File: src/rtl/nps_pkg.sv
// nps_pkg: item types, field widths and status codes for the nearest point search block
// no dependencies; used by every module of the block

package nps_pkg;

  localparam int COORD_W  = 16;
  localparam int INDEX_W  = 10;
  localparam int DIST_W   = 34;
  localparam int STATUS_W = 2;
  localparam int SQ_W     = 2 * COORD_W;

  typedef logic signed [COORD_W-1:0] coord_t;

  localparam logic OP_INSERT = 1'b0;
  localparam logic OP_QUERY  = 1'b1;

  localparam logic [STATUS_W-1:0] ST_OK    = 2'd0;
  localparam logic [STATUS_W-1:0] ST_EMPTY = 2'd1;
  localparam logic [STATUS_W-1:0] ST_FULL  = 2'd2;
  localparam logic [STATUS_W-1:0] ST_BAD   = 2'd3;

  typedef struct packed {
    coord_t pos_x;
    coord_t pos_y;
    coord_t pos_z;
  } point_t;

  typedef struct packed {
    logic   op;
    coord_t pos_x;
    coord_t pos_y;
    coord_t pos_z;
  } in_item_t;

  typedef struct packed {
    logic [INDEX_W-1:0]  nearest_index;
    logic [DIST_W-1:0]   nearest_dist;
    logic [STATUS_W-1:0] status;
  } out_item_t;

endpackage

File: src/rtl/nps_dist_pipe.sv
// nps_dist_pipe: three-stage squared distance pipeline (abs diff, square, sum)
// depends on nps_pkg; a tag travels alongside each valid sample

module nps_dist_pipe import nps_pkg::*; #(
  parameter int TAG_W = 10
) (
  input  logic              clk,
  input  logic              rst_n,
  input  logic              in_v,
  input  logic [TAG_W-1:0]  in_tag,
  input  point_t            q,
  input  point_t            p,
  output logic              out_v,
  output logic [TAG_W-1:0]  out_tag,
  output logic [DIST_W-1:0] out_dist,
  output logic              busy
);

  logic              v1_r, v2_r, v3_r;
  logic [TAG_W-1:0]  tag1_r, tag2_r, tag3_r;
  logic [COORD_W-1:0] ad_r [3];
  logic [SQ_W-1:0]    sq_r [3];
  logic [DIST_W-1:0]  dist_r;

  coord_t             qa [3];
  coord_t             pa [3];
  logic [COORD_W-1:0] ad_nxt [3];
  logic [SQ_W-1:0]    sq_nxt [3];
  logic [DIST_W-1:0]  dist_nxt;

  function automatic logic [COORD_W-1:0] abs_diff(input coord_t a, input coord_t b);
    logic signed [COORD_W:0] d;
    logic signed [COORD_W:0] m;
    d = {a[COORD_W-1], a} - {b[COORD_W-1], b};
    m = d[COORD_W] ? -d : d;
    // largest magnitude is 2**COORD_W - 1, so the top bit is always clear
    return m[COORD_W-1:0];
  endfunction

  always_comb begin
    qa[0] = q.pos_x;
    qa[1] = q.pos_y;
    qa[2] = q.pos_z;
    pa[0] = p.pos_x;
    pa[1] = p.pos_y;
    pa[2] = p.pos_z;
    for (int k = 0; k < 3; k++) begin
      ad_nxt[k] = abs_diff(qa[k], pa[k]);
      sq_nxt[k] = ad_r[k] * ad_r[k];
    end
    dist_nxt = DIST_W'(sq_r[0]) + DIST_W'(sq_r[1]) + DIST_W'(sq_r[2]);
  end

  always_ff @(posedge clk) begin
    if (!rst_n) begin
      v1_r <= 1'b0;
      v2_r <= 1'b0;
      v3_r <= 1'b0;
    end else begin
      v1_r <= in_v;
      v2_r <= v1_r;
      v3_r <= v2_r;
    end
  end

  always_ff @(posedge clk) begin
    tag1_r <= in_tag;
    tag2_r <= tag1_r;
    tag3_r <= tag2_r;
    for (int k = 0; k < 3; k++) begin
      ad_r[k] <= ad_nxt[k];
      sq_r[k] <= sq_nxt[k];
    end
    dist_r <= dist_nxt;
  end

  assign out_v    = v3_r;
  assign out_tag  = tag3_r;
  assign out_dist = dist_r;
  assign busy     = v1_r | v2_r | v3_r;

endmodule

File: config.mk
export PLATFORM = sky130hd
export DESIGN_NAME = nps_dist_pipe
export DESIGN_NICKNAME = d
export VERILOG_FILES = /design/src/rtl/nps_pkg.sv /design/src/rtl/nps_dist_pipe.sv
export SDC_FILE = /design/constraint.sdc
export NUM_CORES = 2
export LEC_CHECK = 0
export BUFFER_PORTS_ARGS = -buffer_cell sky130_fd_sc_hd__buf_2
export CORE_MARGIN = 1
export CORE_UTILIZATION = 45
export CTS_CLUSTER_DIAMETER = 120
export DETAILED_ROUTE_END_ITERATION = 16
export PLACE_DENSITY = 0.69
export SYNTH_ARGS = -nofsm -noshare
export SYNTH_HDL_FRONTEND = slang
export SYNTH_SLANG_ARGS = --single-unit
File: constraint.sdc
create_clock -name clk -period 9.06 [get_ports clk]
set_input_delay 1.812 -clock clk [delete_from_list [all_inputs] [get_ports clk]]
set_output_delay 1.812 -clock clk [all_outputs]
set_load 0.005 [all_outputs]
==> flow_summary.toml <==
[outcome]
outcome = "finished clean"

[clocking]
holdBufCountCts = 0
cts_tree = "done"
clock_sinks = 208
clockRootBuffer = "clkbuf_16"
cts.clk_slew.worst_paths_ps = 60
clock_latency_ps = 600
htree_levels = 1
post-cts-setup-buffers = 0
cts_buffers = 28
post_cts_resized = 0
clk_path_buf_depth = 3

[floorplanning]
die_w_um = 265
coreArea_mm2 = 0.0676
rows = 95
die_y_um = 265
dieArea_mm2 = 0.0700
initial_core_util_pct = 45.8
io_pins = 155

[setup_path]
r2r-end = "sq_r[0][94]"
r2r_cells = 21
worst-setup-path-type = "reg2reg"
required_ps = 9520
start_kind = "register"
r2r-start = "ad_r[0][42]"
slowest_delay_ps = 680
cp_max_fo = 16
worstSetupEndpointType = "register"
cpLargestDelayFamily = "adder cells"
regToRegSetupSlack_ps = 2240
worstPathArrival_ps = 7280
cpMostUsedCell = "fa_1"
cp_num_buf_inv = 3
path_cells = "nand2_1 -> fa_1 -> fa_1 -> inv_1 -> fa_1 -> fa_1 -> fa_1 -> inv_1 -> fa_1 -> inv_1 -> ha_1 -> a21o_1 -> a21o_1 -> a21o_1 -> a21o_1 -> a21o_1 -> a31oi_1 -> a21oi_1 -> a311o_1 -> nor4b_1 -> or3_1"
crit_slowest_cell = "dfxtp_1"

[yosys]
synth_edf_count = 0
synth_area_leaders = "fa_1 34%, ha_1 15%, dfxtp_1 13%"
postSynthCellCount = 3397
synth-seq-area-share_pct = 13.4
synth_top_area_share_pct = 33.6
ys.warnings.count = 0
synth_area_mm2 = 0.0310
yosysTopAreaCell = "fa_1"
async_reset_ff_share_pct = 0
synth_area_per_cell_um2 = 9.13
yosys-top-cells-count = "829 x inv_1, 521 x fa_1, 383 x ha_1"
synth.distinct_cells = 70
synthFlopType = "dfxtp_1"
synth_seq_cells = 208
yosysMostFrequentCell = "inv_1"

[detailed_routing]
drt_iter0_drc = 1034
drt_wl_total_mm = 64.1
vias_per_cell = 4.94
drc = 0
ant_nets = 0
wire_per_inst_um = 14.6
vias = 21800
firstDrtPassIters = 7

[finish]
insertedDiodeCount = 0
syn_to_final_growth_pct = 8.29
fillCellCount = 6274
drive_gt1_share_pct = 6.77
nNetsFinal = 4526
final_core_util_pct = 49.6
regArea_mm2 = 0.00416
multiInputGateArea_mm2 = 0.0235

[grt]
grt_pass1_vias = 23100
grt_max_degree = 21
grt_pass1_wl_mm = 111
antenna_found_initial = 1
track_usage_pct = 19.3
overflow = 0

[timing]
finalCriticalPeriod_ps = 6820
whs_ps = 326
max_freq_mhz = 147
clock-skew-final_ps = 34.3
period_share_pct = 75.3
setup_viol = 0
rsz0062_at_grt = "false"
max_slew.worst_pin.slew_ps = 1150
maxSlewViolCount = 0
final_hold_viol_count = 0
slew_headroom_pct = 23.5
setup_tns_ps = 0

[place]
io_buffers = 154
place.gp.congestion = 0.871
post-dp-hpwl_mm = 54.4

[hold_path]
min-delay-start = "tag2_r[7]"
hold_class = "reg2reg"
min_to = "out_tag[7]"
hold_depth = 0

[run]
drv_cap = 0
==> layer usage <==
layer / vias up / routed length, um / global-route usage (%)
met5: - / 0 / 0
met4: 0 / 1500 / 4.70
met3: 75 / 2500 / 1.91
met2: 402 / 30800 / 33.2
met1: 10600 / 29300 / 26.2
li1: 10700 / - / -
==> cell usage in the layout, fill, tap and decap left out, drive strengths merged, types with 135 or more instances in the layout <==
cell type / Yosys / layout
inv: 829 / 834
fa: 521 / 521
ha: 383 / 383
nand2: 268 / 268
dfxtp: 208 / 208
nor2: 159 / 159
buf: 1 / 154
and2: 139 / 139
xnor2: 137 / 137
a21oi: 135 / 135
==> cell families after synthesis <==
group | share of synthesized area, %
other | 0.0121
AOI/OAI and AO/OA | 8.63
muxes | 0.315
buffers and inverters | 10.9
xor gates and xnor gates | 5.89
DFF | 13.4
adders and majority gates | 49.1
and+or+nand+nor | 11.8
==> area by class of cell <==
class / instances / area share, %
Multi-Input combinational cell: 2292 / 69.9
Clock buffer: 32 / 2.22
Clock inverter: 17 / 0.648
Inverter: 829 / 9.27
Sequential cell: 208 / 12.4
Tap cell: 873 / 3.25
Timing Repair Buffer: 154 / 2.30
==> registers in the layout, indices dropped and copies added, names as in the netlist <==
signal,cells
out_tag,10
v1_r,1
sq_r,93
ad_r,48
tag2_r,10
out_dist,34
tag1_r,10
v2_r,1
out_v,1
==> worst max-delay path by stage <==
stage,endpoint,from,slack (ps),cells after the start
floorplan,sq_r[0][94],ad_r[0][36],2580,23
global placement,sq_r[0][94],ad_r[0][34],2330,21
detailed placement,sq_r[0][94],ad_r[0][42],2200,21
CTS,sq_r[0][94],ad_r[0][42],2200,21
global route,sq_r[0][28],ad_r[0][3],1820,25
finish,sq_r[0][94],ad_r[0][42],2240,21
==> per-stage QoR <==
stage	instance area, um^2	setup slack [ps]	instances
6_report	33600	2240	4405
3_3_place_gp	32600	2330	4356
3_5_place_dp	32600	2200	4356
4_1_cts	33600	2200	4405
5_1_grt	33600	1820	4405
2_1_floorplan	31000	2580	3399
Power is not shown: default switching activity piles up to over one toggle a cycle in this logic, so the estimate is an artifact.
